--- src/design/wpcd_pkg.sv ---
// ----------------------------------------------------------------------------
// Weather packet decoder package
// Shared packet record, sensor type codes, conversion constants and the
// byte-wide CRC and bit-reverse helpers.
// ----------------------------------------------------------------------------
package wpcd_pkg;

    localparam logic [15:0] CRC_POLY = 16'h1021;

    localparam logic [3:0] TYPE_UV    = 4'd4;
    localparam logic [3:0] TYPE_SOLAR = 4'd6;
    localparam logic [3:0] TYPE_TEMP  = 4'd8;
    localparam logic [3:0] TYPE_HUMID = 4'd10;
    localparam logic [3:0] TYPE_RAIN  = 4'd14;

    localparam int X_W    = 19;
    localparam int M_W    = 22;
    localparam int PROD_W = X_W + M_W;
    localparam int VAL_W  = 20;

    // Reciprocal multipliers: floor(x / d) == (x * M) >> K over the operand range.
    localparam logic [M_W-1:0] M_UV    = 22'd167773;   // divide by 25
    localparam logic [M_W-1:0] M_SOLAR = 22'd2199024;  // divide by 15625
    localparam logic [M_W-1:0] M_TEMP  = 22'd932068;   // divide by 9
    localparam logic [M_W-1:0] M_HUMID = 22'd838861;   // divide by 5
    localparam logic [5:0]     K_UV    = 6'd22;
    localparam logic [5:0]     K_SOLAR = 6'd35;
    localparam logic [5:0]     K_TEMP  = 6'd23;
    localparam logic [5:0]     K_HUMID = 6'd22;

    localparam logic [20:0] M_WIND = 21'd1973791;      // divide by 17
    localparam int          K_WIND = 25;

    localparam logic [15:0] TEMP_OFFSET = 16'd5120;

    typedef struct packed {
        logic [7:0] b0;
        logic [7:0] b1;
        logic [7:0] b2;
        logic [7:0] b3;
        logic [7:0] b4;
        logic       crc_ok;
    } t_pkt;

    function automatic logic [7:0] flip8(input logic [7:0] v);
        logic [7:0] r;
        for (int i = 0; i < 8; i++) begin
            r[i] = v[7-i];
        end
        return r;
    endfunction

    function automatic logic [15:0] crc_byte(input logic [15:0] crc, input logic [7:0] v);
        logic [15:0] c;
        c = crc ^ {v, 8'h00};
        for (int i = 0; i < 8; i++) begin
            if (c[15]) begin
                c = {c[14:0], 1'b0} ^ CRC_POLY;
            end else begin
                c = {c[14:0], 1'b0};
            end
        end
        return c;
    endfunction

endpackage

--- src/design/wpcd_front.sv ---
// ----------------------------------------------------------------------------
// Weather packet decoder front end
// Bit-reverses incoming bytes, counts them, runs the CRC and hands one
// packet record to the queue when the last byte of a packet arrives.
// ----------------------------------------------------------------------------
module wpcd_front #(
    parameter int PACKET_BYTES = 10
) (
    input  logic            i_clk,
    input  logic            i_rst_n,
    input  logic            i_valid,
    input  logic [7:0]      i_rx_byte,
    input  logic            i_packet_start,
    input  logic            i_q_full,
    output logic            o_stall,
    output logic            o_push,
    output wpcd_pkg::t_pkt  o_pkt
);
    import wpcd_pkg::*;

    localparam int CW = $clog2(PACKET_BYTES + 1);
    localparam logic [CW-1:0] LAST_IDX = CW'(PACKET_BYTES - 1);
    localparam logic [CW-1:0] NUM_BYTES = CW'(PACKET_BYTES);

    logic [CW-1:0] r_count, n_count;
    logic [15:0]   r_crc, n_crc;
    logic [7:0]    r_bytes [8];

    logic [CW-1:0] w_idx;
    logic [7:0]    w_byte;
    logic          w_accept;
    logic          w_live;
    logic [7:0]    w_b7;

    assign o_stall  = i_q_full;
    assign w_accept = i_valid && !i_q_full;
    assign w_idx    = i_packet_start ? '0 : r_count;
    assign w_live   = w_idx < NUM_BYTES;
    assign w_byte   = flip8(i_rx_byte);

    always_comb begin
        n_count = r_count;
        n_crc   = r_crc;
        if (w_accept) begin
            if (i_packet_start) begin
                n_count = '0;
            end
            if (w_live) begin
                n_count = w_idx + CW'(1);
                if (w_idx < CW'(6)) begin
                    n_crc = crc_byte((w_idx == '0) ? 16'h0000 : r_crc, w_byte);
                end
            end
        end
    end

    always_ff @(posedge i_clk) begin
        if (!i_rst_n) begin
            r_count <= '0;
            r_crc   <= '0;
        end else begin
            r_count <= n_count;
            r_crc   <= n_crc;
        end
    end

    always_ff @(posedge i_clk) begin
        if (w_accept && w_live && (w_idx < CW'(8))) begin
            r_bytes[w_idx[2:0]] <= w_byte;
        end
    end

    // With an eight-byte packet the final byte is the low CRC byte itself.
    assign w_b7 = (w_idx == CW'(7)) ? w_byte : r_bytes[7];

    assign o_push        = w_accept && (w_idx == LAST_IDX);
    assign o_pkt.b0      = r_bytes[0];
    assign o_pkt.b1      = r_bytes[1];
    assign o_pkt.b2      = r_bytes[2];
    assign o_pkt.b3      = r_bytes[3];
    assign o_pkt.b4      = r_bytes[4];
    assign o_pkt.crc_ok  = (r_crc == {r_bytes[6], w_b7}) && (r_crc != 16'h0000);

endmodule

--- src/design/wpcd_queue.sv ---
// ----------------------------------------------------------------------------
// Weather packet decoder queue
// Four-entry register queue that decouples the byte front end from the
// conversion pipeline.
// ----------------------------------------------------------------------------
module wpcd_queue (
    input  logic            i_clk,
    input  logic            i_rst_n,
    input  logic            i_push,
    input  wpcd_pkg::t_pkt  i_pkt,
    input  logic            i_pop,
    output logic            o_full,
    output logic            o_empty,
    output wpcd_pkg::t_pkt  o_pkt
);
    import wpcd_pkg::*;

    localparam int DEPTH = 4;
    localparam int AW    = $clog2(DEPTH);

    t_pkt          r_mem [DEPTH];
    logic [AW-1:0] r_wr_ptr;
    logic [AW-1:0] r_rd_ptr;
    logic [AW:0]   r_count;
    logic          w_do_push;
    logic          w_do_pop;

    assign o_full    = r_count == (AW+1)'(DEPTH);
    assign o_empty   = r_count == '0;
    assign w_do_push = i_push && !o_full;
    assign w_do_pop  = i_pop && !o_empty;
    assign o_pkt     = r_mem[r_rd_ptr];

    always_ff @(posedge i_clk) begin
        if (!i_rst_n) begin
            r_wr_ptr <= '0;
            r_rd_ptr <= '0;
            r_count  <= '0;
        end else begin
            if (w_do_push) begin
                r_wr_ptr <= r_wr_ptr + AW'(1);
            end
            if (w_do_pop) begin
                r_rd_ptr <= r_rd_ptr + AW'(1);
            end
            case ({w_do_push, w_do_pop})
                2'b10:   r_count <= r_count + (AW+1)'(1);
                2'b01:   r_count <= r_count - (AW+1)'(1);
                default: r_count <= r_count;
            endcase
        end
    end

    always_ff @(posedge i_clk) begin
        if (w_do_push) begin
            r_mem[r_wr_ptr] <= i_pkt;
        end
    end

endmodule

--- src/design/wpcd_back.sv ---
// ----------------------------------------------------------------------------
// Weather packet decoder back end
// Three-stage conversion pipeline: operand selection, reciprocal multiply,
// then shift, sign and output register.
// ----------------------------------------------------------------------------
module wpcd_back (
    input  logic                  i_clk,
    input  logic                  i_rst_n,
    input  logic                  i_q_empty,
    input  wpcd_pkg::t_pkt        i_pkt,
    output logic                  o_pop,
    input  logic                  i_stall,
    output logic                  o_valid,
    output logic [2:0]            o_station_id,
    output logic [3:0]            o_sensor_type,
    output logic                  o_battery_low,
    output logic [7:0]            o_wind_raw,
    output logic [16:0]           o_wind_direction_q8,
    output logic                  o_crc_ok,
    output logic                  o_sensor_active,
    output logic signed [19:0]    o_sensor_value_q8
);
    import wpcd_pkg::*;

    typedef struct packed {
        logic [7:0]       b0;
        logic [7:0]       b1;
        logic             crc_ok;
        logic             active;
        logic             direct;
        logic [VAL_W-1:0] direct_val;
        logic             neg;
        logic [VAL_W-1:0] base;
        logic [5:0]       shift;
    } t_ctl;

    logic              w_en;
    logic              r_s1_valid, r_s2_valid, r_out_valid;
    t_ctl              r_s1_ctl, r_s2_ctl;
    t_ctl              n_ctl;
    logic [X_W-1:0]    r_s1_x, n_x;
    logic [M_W-1:0]    r_s1_m, n_m;
    logic [20:0]       r_s1_wx;
    logic [PROD_W-1:0] r_s2_prod;
    logic [41:0]       r_s2_wprod;

    logic [9:0]        w_v;
    logic [15:0]       w_t;
    logic signed [16:0] w_d;
    logic [16:0]       w_dmag;
    logic [11:0]       w_h;

    logic [VAL_W-1:0]  w_q;
    logic [VAL_W-1:0]  w_mag;
    logic [VAL_W-1:0]  w_val;

    // The whole pipeline moves together whenever the output slot is empty or not stalled.
    assign w_en  = !r_out_valid || !i_stall;
    assign o_pop = w_en && !i_q_empty;

    assign w_v    = {i_pkt.b3, i_pkt.b4[7:6]};
    assign w_t    = {i_pkt.b3, i_pkt.b4};
    assign w_d    = $signed({1'b0, w_t}) - $signed({1'b0, TEMP_OFFSET});
    assign w_dmag = w_d[16] ? 17'(-w_d) : 17'(w_d);
    assign w_h    = {i_pkt.b4[7:4], i_pkt.b3};

    always_comb begin
        n_ctl            = '0;
        n_ctl.b0         = i_pkt.b0;
        n_ctl.b1         = i_pkt.b1;
        n_ctl.crc_ok     = i_pkt.crc_ok;
        n_x              = '0;
        n_m              = '0;
        if (!i_pkt.crc_ok) begin
            n_ctl.direct     = 1'b1;
            n_ctl.direct_val = '0;
        end else begin
            case (i_pkt.b0[7:4])
                TYPE_UV: begin
                    n_ctl.active = i_pkt.b3 != 8'hFF;
                    n_x          = X_W'({w_v, 7'b0});
                    n_m          = M_UV;
                    n_ctl.shift  = K_UV;
                end
                TYPE_SOLAR: begin
                    // v * 1.757936 * 256 splits into 450 * v plus 494 * v / 15625.
                    n_ctl.active = i_pkt.b3 != 8'hFF;
                    n_x          = X_W'(w_v) * X_W'(494);
                    n_m          = M_SOLAR;
                    n_ctl.shift  = K_SOLAR;
                    n_ctl.base   = VAL_W'(w_v) * VAL_W'(450);
                end
                TYPE_TEMP: begin
                    n_ctl.active = 1'b1;
                    n_x          = X_W'({w_dmag, 3'b0});
                    n_m          = M_TEMP;
                    n_ctl.shift  = K_TEMP;
                    n_ctl.neg    = w_d[16];
                end
                TYPE_HUMID: begin
                    n_ctl.active = 1'b1;
                    n_x          = X_W'({w_h, 7'b0});
                    n_m          = M_HUMID;
                    n_ctl.shift  = K_HUMID;
                end
                TYPE_RAIN: begin
                    n_ctl.active     = 1'b1;
                    n_ctl.direct     = 1'b1;
                    n_ctl.direct_val = VAL_W'({i_pkt.b3, 8'h00});
                end
                default: begin
                    n_ctl.direct     = 1'b1;
                    n_ctl.direct_val = -VAL_W'(256);
                end
            endcase
        end
    end

    always_ff @(posedge i_clk) begin
        if (!i_rst_n) begin
            r_s1_valid  <= 1'b0;
            r_s2_valid  <= 1'b0;
            r_out_valid <= 1'b0;
        end else if (w_en) begin
            r_s1_valid  <= !i_q_empty;
            r_s2_valid  <= r_s1_valid;
            r_out_valid <= r_s2_valid;
        end
    end

    always_ff @(posedge i_clk) begin
        if (w_en) begin
            r_s1_ctl   <= n_ctl;
            r_s1_x     <= n_x;
            r_s1_m     <= n_m;
            r_s1_wx    <= {i_pkt.b2, 13'b0} - {2'b00, i_pkt.b2, 11'b0};
            r_s2_ctl   <= r_s1_ctl;
            r_s2_prod  <= PROD_W'(r_s1_x) * PROD_W'(r_s1_m);
            r_s2_wprod <= 42'(r_s1_wx) * 42'(M_WIND);
        end
    end

    assign w_q   = VAL_W'(r_s2_prod >> r_s2_ctl.shift);
    assign w_mag = r_s2_ctl.base + w_q;
    assign w_val = r_s2_ctl.direct ? r_s2_ctl.direct_val
                 : (r_s2_ctl.neg ? VAL_W'(-w_mag) : w_mag);

    always_ff @(posedge i_clk) begin
        if (w_en) begin
            o_station_id        <= r_s2_ctl.b0[2:0];
            o_sensor_type       <= r_s2_ctl.b0[7:4];
            o_battery_low       <= r_s2_ctl.b0[3];
            o_wind_raw          <= r_s2_ctl.b1;
            o_wind_direction_q8 <= 17'(r_s2_wprod >> K_WIND);
            o_crc_ok            <= r_s2_ctl.crc_ok;
            o_sensor_active     <= r_s2_ctl.active;
            o_sensor_value_q8   <= $signed(w_val);
        end
    end

    assign o_valid = r_out_valid;

endmodule

--- src/design/weather_packet_crc_decoder.sv ---
// ----------------------------------------------------------------------------
// Weather packet CRC decoder
// Accepts one raw byte per cycle; emits one decoded record per packet.
// The record is written into the queue when the last byte is accepted, then passes
// through the three conversion pipeline stages; an output stall can hold it there.
// Throughput: one byte per cycle; only a full queue stalls the input.
// Synchronous active-low reset clears the byte count, CRC, queue and valids.
// ----------------------------------------------------------------------------
module weather_packet_crc_decoder #(
    parameter int PACKET_BYTES = 10
) (
    input  logic               i_clk,
    input  logic               i_rst_n,
    input  logic               i_valid,
    output logic               o_stall,
    input  logic [7:0]         i_rx_byte,
    input  logic               i_packet_start,
    output logic               o_valid,
    input  logic               i_stall,
    output logic [2:0]         o_station_id,
    output logic [3:0]         o_sensor_type,
    output logic               o_battery_low,
    output logic [7:0]         o_wind_raw,
    output logic [16:0]        o_wind_direction_q8,
    output logic               o_crc_ok,
    output logic               o_sensor_active,
    output logic signed [19:0] o_sensor_value_q8
);
    import wpcd_pkg::*;

    logic w_push;
    logic w_pop;
    logic w_full;
    logic w_empty;
    t_pkt w_push_pkt;
    t_pkt w_head_pkt;

    wpcd_front #(
        .PACKET_BYTES (PACKET_BYTES)
    ) u_front (
        .i_clk          (i_clk),
        .i_rst_n        (i_rst_n),
        .i_valid        (i_valid),
        .i_rx_byte      (i_rx_byte),
        .i_packet_start (i_packet_start),
        .i_q_full       (w_full),
        .o_stall        (o_stall),
        .o_push         (w_push),
        .o_pkt          (w_push_pkt)
    );

    wpcd_queue u_queue (
        .i_clk   (i_clk),
        .i_rst_n (i_rst_n),
        .i_push  (w_push),
        .i_pkt   (w_push_pkt),
        .i_pop   (w_pop),
        .o_full  (w_full),
        .o_empty (w_empty),
        .o_pkt   (w_head_pkt)
    );

    wpcd_back u_back (
        .i_clk               (i_clk),
        .i_rst_n             (i_rst_n),
        .i_q_empty           (w_empty),
        .i_pkt               (w_head_pkt),
        .o_pop               (w_pop),
        .i_stall             (i_stall),
        .o_valid             (o_valid),
        .o_station_id        (o_station_id),
        .o_sensor_type       (o_sensor_type),
        .o_battery_low       (o_battery_low),
        .o_wind_raw          (o_wind_raw),
        .o_wind_direction_q8 (o_wind_direction_q8),
        .o_crc_ok            (o_crc_ok),
        .o_sensor_active     (o_sensor_active),
        .o_sensor_value_q8   (o_sensor_value_q8)
    );

    // A packet record is never offered to a full queue.
    a_no_push_when_full: assert property (@(posedge i_clk) disable iff (!i_rst_n)
        w_push |-> !w_full)
        else $error("packet record pushed into a full queue");

    // The back end never pops an empty queue.
    a_no_pop_when_empty: assert property (@(posedge i_clk) disable iff (!i_rst_n)
        (w_pop && w_empty) |-> 1'b0)
        else $error("pop from an empty queue");

    // A failed CRC yields an inactive reading of zero.
    a_bad_crc_clears_value: assert property (@(posedge i_clk) disable iff (!i_rst_n)
        (o_valid && !o_crc_ok) |-> (!o_sensor_active && o_sensor_value_q8 == 20'sd0))
        else $error("bad CRC record carries a reading");

    // An active reading always comes with a good CRC.
    a_active_needs_crc: assert property (@(posedge i_clk) disable iff (!i_rst_n)
        (o_valid && o_sensor_active) |-> o_crc_ok)
        else $error("active reading without a good CRC");

endmodule
--- config.mk ---
export PLATFORM = sky130hd
export DESIGN_NAME = weather_packet_crc_decoder
export DESIGN_NICKNAME = d
export VERILOG_FILES = /design/src/design/wpcd_pkg.sv /design/src/design/wpcd_front.sv /design/src/design/wpcd_queue.sv /design/src/design/wpcd_back.sv /design/src/design/weather_packet_crc_decoder.sv
export SDC_FILE = /design/constraint.sdc
export NUM_CORES = 2
export LEC_CHECK = 0
export ABC_AREA = 1
export BUFFER_PORTS_ARGS = -buffer_cell sky130_fd_sc_hd__buf_2
export CAP_MARGIN = 10
export CORE_MARGIN = 4
export CORE_UTILIZATION = 45
export DETAILED_ROUTE_END_ITERATION = 16
export GPL_TIMING_DRIVEN = 0
export SLEW_MARGIN = 15
export SYNTH_ARGS = -nofsm -noshare
export SYNTH_HDL_FRONTEND = slang
export SYNTH_SLANG_ARGS = --single-unit
--- constraint.sdc ---
create_clock -name i_clk -period 10.9 [get_ports i_clk]
set_input_delay 1.09 -clock i_clk [delete_from_list [all_inputs] [get_ports i_clk]]
set_output_delay 1.09 -clock i_clk [all_outputs]
set_load 0.03 [all_outputs]
==> Word level (Yosys, flattened, before mapping) <==
Memories as Yosys holds them, arrays and structs flattened. A register that Yosys moved wholly into a read port is not among the register bits.
Index checks and enable logic that the tools add are counted.
{ "op_classes": {"n_addsub": 10, "n_mul": 4, "n_div": 0, "n_lt_le_gt_ge": 3, "n_eq_ne": 12, "shifts": 1, "mux": 48, "bitwise": 9, "reduce_logical": 24} }
{ "op_table": {"columns": ["op", "n"], "rows": [
  ["2-to-1 mux 16 bit", 23],
  ["2-to-1 mux 13 bit", 8],
  ["one-hot mux 22 bit (4 select lines)", 1],
  ["one-hot mux 19 bit (4 select lines)", 1],
  ["multiplier 21 x 21 -> 42 bit (second input constant)", 1],
  ["one-hot mux 21 bit (2 select lines)", 1],
  ["multiplier 19 x 22 -> 41 bit", 1],
  [">> shifter 41 x 6 -> 20 bit", 1],
  ["2-to-1 mux 20 bit", 2],
  ["multiplier 10 x 8 -> 18 bit (second input constant)", 2],
  ["inverter 3 bit", 8],
  ["subtractor 21 x 19 -> 21 bit", 1],
  ["adder 20 bit", 1],
  ["negator 20 bit", 1],
  ["one-hot mux 6 bit (3 select lines)", 1],
  ["subtractor 16 x 13 -> 17 bit (second input constant)", 1],
  ["== test 16 bit", 1],
  ["== test 4 bit (second input constant)", 4],
  ["negator 16 bit", 1],
  ["nonzero test 16 bit", 1],
  ["XOR 16 bit", 1],
  ["== test 4 x 3 -> 1 bit (second input constant)", 3],
  ["logical AND 1 bit", 8],
  ["less-than comparator 4 bit (second input constant)", 2],
  ["25 further kinds", 36]
]} }
{ "word_totals": {"reg_bits": 362, "latchBits": 0, "mem_bits_rw": 228, "rom_bits": 0, "input_bits": 13, "out_inout_bits": 57, "memories": 2} }
{ "mem_list": {"columns": ["memory", "depth", "word_bits", "read_ports", "rd_ports_with_merged_regs", "wr", "line", "source"], "rows": [
  ["u_queue.r_mem", 4, 41, 1, 1, 1, "wpcd_queue.sv:21", "t_pkt r_mem [DEPTH];"],
  ["u_front.r_bytes", 8, 8, 7, 0, 1, "wpcd_front.sv:27", "logic [7:0] r_bytes [8];"]
]} }

==> Logic depth before layout (Yosys ltp) <==
{ "logic_depth": {"word_depth": 41, "ltp_mapped": 28, "ltp_nobuf": 26} }

==> By module <==
A second synthesis with hierarchy kept.
{ "unflattened": {"hier_cells": 4284, "hier_area_um2": 41192.0} }
{ "modules_own_cells": {"columns": ["mod", "instances", "cells_each", "area_per_inst_um2", "seq_area_each_um2"], "rows": [
  ["wpcd_back", 1, 3438, 31103.6, 7717.4],
  ["wpcd_queue", 1, 466, 6562.5, 5104.9],
  ["wpcd_front", 1, 380, 3525.9, 2082.0]
]} }

==> Worst setup path after synthesis <==
No wires, ideal clock.
{ "synth_path": {"path_kind": "input-to-reg", "from": "in i_stall", "to": "reg u_queue.r_count[2]", "setup_time_ns": 0.122, "arrival_time_ns": 8.685, "required_time_ns": 10.778, "setup_slack_ns": 2.093, "path_stages": 10, "path_buffers": 0, "path_cell_list": "nand2_1 inv_1 a31oi_1 ha_1 inv_1 fa_1 a21oi_1 o21ai_0 o21ai_0 a21oi_1"} }
{ "synth_between": {"elab_chain_len": 6, "elab_cells_between_ends": 8} }
{ "synth_lines": {"columns": ["item", "line", "source"], "rows": [
  ["from (decl)", "weather_packet_crc_decoder.sv:19", "input logic i_stall,"],
  ["zero test 1 bit (*)", "wpcd_back.sv:58", "assign w_en = !r_out_valid || !i_stall;"],
  ["logical OR 1 bit (*)", "wpcd_back.sv:58", null],
  ["logical AND 1 bit (*)", "wpcd_back.sv:59", "assign o_pop = w_en && !i_q_empty;"],
  ["logical AND 1 bit (*)", "wpcd_queue.sv:31", "assign w_do_pop = i_pop && !o_empty;"],
  ["named net u_queue.w_do_pop", "wpcd_queue.sv:26", "logic w_do_pop;"],
  ["== test 2 x 1 -> 1 bit or == test 2 bit (tied branches)", "wpcd_queue.sv:46", "case ({w_do_push, w_do_pop})"],
  ["one-hot mux 3 bit (2 select lines) or nonzero test 2 bit (tied branches)", null, null],
  ["to (signal assigned)", "wpcd_queue.sv:47", "2'b10: r_count <= r_count + (AW+1)'(1);"],
  ["to (signal assigned)", "wpcd_queue.sv:48", "2'b01: r_count <= r_count - (AW+1)'(1);"],
  ["to (signal assigned)", "wpcd_queue.sv:49", "default: r_count <= r_count;"],
  ["to (decl)", "wpcd_queue.sv:24", "logic [AW:0] r_count;"]
]} }
Mark *: on every way through the listed nets, which the timed path passes. The rest lies on a longest branch.
A chain may end at the register's enable or synchronous reset.

==> Worst setup path after layout <==
{ "layout_path": {"from": "reg u_back.r_s1_m[8]", "to": "reg u_back.r_s2_prod[24], data pin"} }
{ "layout_between": {"elab_chain_len": 1} }
{ "layout_lines": {"columns": ["item", "line", "source"], "rows": [
  ["from (decl)", "wpcd_back.sv:42", "logic [M_W-1:0] r_s1_m, n_m;"],
  ["from (signal assigned)", "wpcd_back.sv:135", "r_s1_m <= n_m;"],
  ["multiplier 19 x 22 -> 41 bit", "wpcd_back.sv:138", "r_s2_prod <= PROD_W'(r_s1_x) * PROD_W'(r_s1_m);"],
  ["to (signal assigned)", "wpcd_back.sv:138", null],
  ["to (decl)", "wpcd_back.sv:44", "logic [PROD_W-1:0] r_s2_prod;"]
]} }
No other way between the ends.

==> impl_metrics.py <==
metrics = {
    "die": {
        "initial_core_util_pct": 45.6,
        "io_pins": 70,
        "floorplan.die.height_um": 311,
        "fp.dieW_um": 311,
        "dieArea_um2": 96600,
        "coreArea_um2": 90600,
        "fp-row-count": 110,
    },
    "final_layout": {
        "finalNetCount": 5211,
        "antenna_cells": 0,
        "syn2layout_area_growth_pct": 9.60,
        "layout_commonest_cell": "inv_1",
        "most-common-layout-cells": "inv_1, nand2_1, edfxtp_1",
        "drive_gt1_share_pct": 6.71,
    },
    "grt": {
        "grt-ovfl-total": 0,
        "busiest_layer": "met2",
        "grtUsageMet1_pct": 29.1,
        "met2_usage_pct": 32.7,
        "grt_pass1_wl_um": 157000,
        "grt_max_degree": 55,
        "grt_usage_pct": 20.5,
        "grt_pass1_vias": 28410,
        "use_met3_pct": 3.89,
        "antenna_found_initial": 1,
    },
    "worst_setup_path": {
        "r2r_cells": 23,
        "r2r_start": "u_back.r_s1_m[8]",
        "worst_setup_path_end_kind": "flip-flop",
        "ff2ff_setup_slack_ns": 3.72,
        "r2r-end": "u_back.r_s2_prod[24]",
        "crit_fanout": 10,
        "cp.required_ns": 11.26,
        "worstPathArrival_ns": 7.54,
        "cp-start-kind": "flip-flop",
        "path_class": "reg2reg",
        "crit_start": "u_back.r_s1_m[8]",
    },
    "synthesis": {
        "synth-seq-cells": 507,
        "synth.distinct_cells": 62,
        "synth_cells": 4245,
        "synth.avg_cell_area_um2": 9.72,
        "synth_top_family_by_area": "adder cells",
        "synth_fa_ha_area_share_pct": 31.6,
        "synth-main-ff-cell": "edfxtp_1",
        "synth_edf_count": 475,
        "synth_compound_area_share_pct": 7.43,
        "synthArstFlopShare_pct": 0,
        "synth_xor_area_share_pct": 2.43,
        "seq_area_frac_synth_pct": 36.1,
        "yosysWarnings": 0,
        "synthesis.area_um2": 41300,
        "synth-simple-area-share_pct": 12.4,
        "muxShareOfSynthArea_pct": 0.267,
        "syn-num-nets": 5072,
    },
    "timing": {
        "rsz0062_at_grt": "false",
        "period_share_pct": 65.9,
        "finalSetupTns_ns": 0,
        "tightest_slew_ns": 1.09,
        "timing.fmax_mhz": 139,
        "period_minus_slack_ns": 7.18,
        "hold_ws_ns": 0.369,
        "setup_viol": 0,
        "clock_skew_ns": 0.0555,
        "final_max_slew_viol_count": 0,
        "max_slew_margin_pct": 27.5,
        "hold_violations": 0,
    },
    "drt": {
        "via_per_inst": 5.08,
        "dr.pass1.iters": 9,
        "drt_iter0_drc": 1929,
        "post_drt_wl_per_cell_um": 17.7,
        "final_antenna_net_count": 0,
        "vias": 28496,
        "drc": 0,
        "routed_wl_um": 99300,
    },
    "clock_network": {
        "clock_latency_ns": 0.63,
        "cts.clk_slew.worst_paths_ns": 0.06,
        "cts_buffers": 54,
        "cts_max_level": 2,
        "cts_hold_buf": 0,
        "cts.sinks": 507,
        "cts-root-buf": "clkbuf_16",
        "post_cts_buffers": 0,
        "cts_tree": "done",
        "postCtsResizedCells": 0,
        "cts_buffer_depth": 3,
    },
    "placed_design": {
        "hpwl_um": 79800,
        "io_buffers": 69,
        "place_congestion": 0.917,
    },
    "run_status": {
        "outcome": "finished, final reports clean",
    },
    "hold_path": {
        "whs_endpoint": "u_back.r_s2_ctl[9]",
        "hp-start": "u_back.r_s1_ctl[9]",
        "holdCritPathClass": "reg2reg",
        "hold_depth": 0,
    },
    "flow_run": {
        "drv_cap": 0,
    },
}
[final cells by class]
type	instances	area [um2]
repair buffers	83	641
multi-input cells	2700	22400
clock buffers	58	1370
flip-flops and latches	507	14900
well taps	1176	1470
clock inverters	43	425
fillers	8470	45300
inverters	935	3510
plain buffers	103	522
[cell families (layout without fill, tap and decap cells)]
group	after synthesis	count (layout)
and+or+nand+nor	1238	1238
buffers and inverters	1038	1222
adders and majority gates	814	814
muxes	11	11
AOI/OAI and AO/OA	525	525
DFF	507	507
xor gates and xnor gates	112	112
[per-stage QoR]
step	instances	area, um2	utilization, %	setup slack (ns)
2_1_floorplan	4245	41300	-	2.09
3_3_place_gp	5490	43100	47.6	-1.09
3_5_place_dp	5504	43400	48.0	3.81
4_1_cts	5605	45200	50.0	3.77
5_1_grt	5605	45200	50.0	3.40
6_report	5605	45200	50.0	3.72
[layer usage]
| layer | part of all wire (%) | vias to the layer above | wire length, um |
|---|---|---|---|
| met5 | 0 | - | 0 |
| met4 | 2.4 | 0 | 2400 |
| met3 | 6.8 | 126 | 6710 |
| met2 | 45 | 777 | 44800 |
| met1 | 46 | 13675 | 45400 |
| li1 | - | 13918 | - |
[critical path, stage by stage (launching register included)]
cell      delay [ns]
edfxtp_1        0.36
clkbuf_1        0.53
clkbuf_1        0.53
nand2_1         0.29
fa_1            0.54
fa_1            0.50
inv_1           0.06
fa_1            0.51
inv_1           0.05
fa_1            0.47
inv_1           0.06
fa_1            0.54
inv_1           0.06
fa_1            0.53
inv_1           0.04
ha_1            0.38
nand2_1         0.14
nor2_1          0.23
nand4_1         0.12
nor2_1          0.24
nor2_1          0.14
o21bai_1        0.28
a21oi_1         0.13
xnor2_1         0.17
[synth_stat cells, types with 12 or more instances]
cell | count | area [um2]
inv_1 | 913 | 3430
nor3_1 | 25 | 125
xnor2_1 | 38 | 333
nand2_1 | 802 | 3010
or2_2 | 13 | 81.3
fa_1 | 380 | 7610
buf_2 | 12 | 60.1
o21ai_0 | 158 | 791
clkbuf_1 | 66 | 248
o22ai_1 | 31 | 194
nand4_1 | 26 | 163
dfxtp_1 | 32 | 641
nand3_1 | 124 | 621
a31oi_1 | 14 | 87.6
nor2_1 | 196 | 736
ha_1 | 434 | 5430
xor2_1 | 71 | 622
o21ai_1 | 17 | 85.1
edfxtp_1 | 475 | 14300
a21oi_1 | 201 | 1010
inv_2 | 18 | 67.6
[registers in the layout, summed over array words and instances (netlist names), 2 cells and up, named ones only]
name                        count
u_front.r_crc                  16
u_queue.r_rd_ptr                2
u_queue.r_wr_ptr                2
u_back.r_s2_ctl                51
u_back.r_s2_prod               40
u_back.r_s1_m                  13
u_back.o_sensor_type            4
u_back.r_s1_x                  18
u_back.r_s1_ctl                51
u_back.o_sensor_value_q8       20
u_queue.r_mem                 164
u_back.o_wind_raw               8
u_queue.r_count                 3
u_back.r_s2_wprod              17
u_back.r_s1_wx                 10
u_back.o_wind_direction_q8     17
u_back.o_station_id             3
u_front.r_count                 4
u_front.r_bytes                56
[worst max-delay path by stage]
stage / to / slack, ns / cells after the start
2_1_floorplan: u_queue.r_count[2] / 2.09 / 10
3_3_place_gp: u_queue.r_count[2] / -1.09 / 11
3_5_place_dp: u_back.r_s2_prod[28] / 3.81 / 23
5_1_grt: u_back.r_s2_prod[37] / 3.40 / 24
6_report: u_back.r_s2_prod[24] / 3.72 / 23
4_1_cts: u_back.r_s2_prod[28] / 3.77 / 23
Power is not shown: default switching activity piles up to over one toggle a cycle in this logic, so the estimate is an artifact.
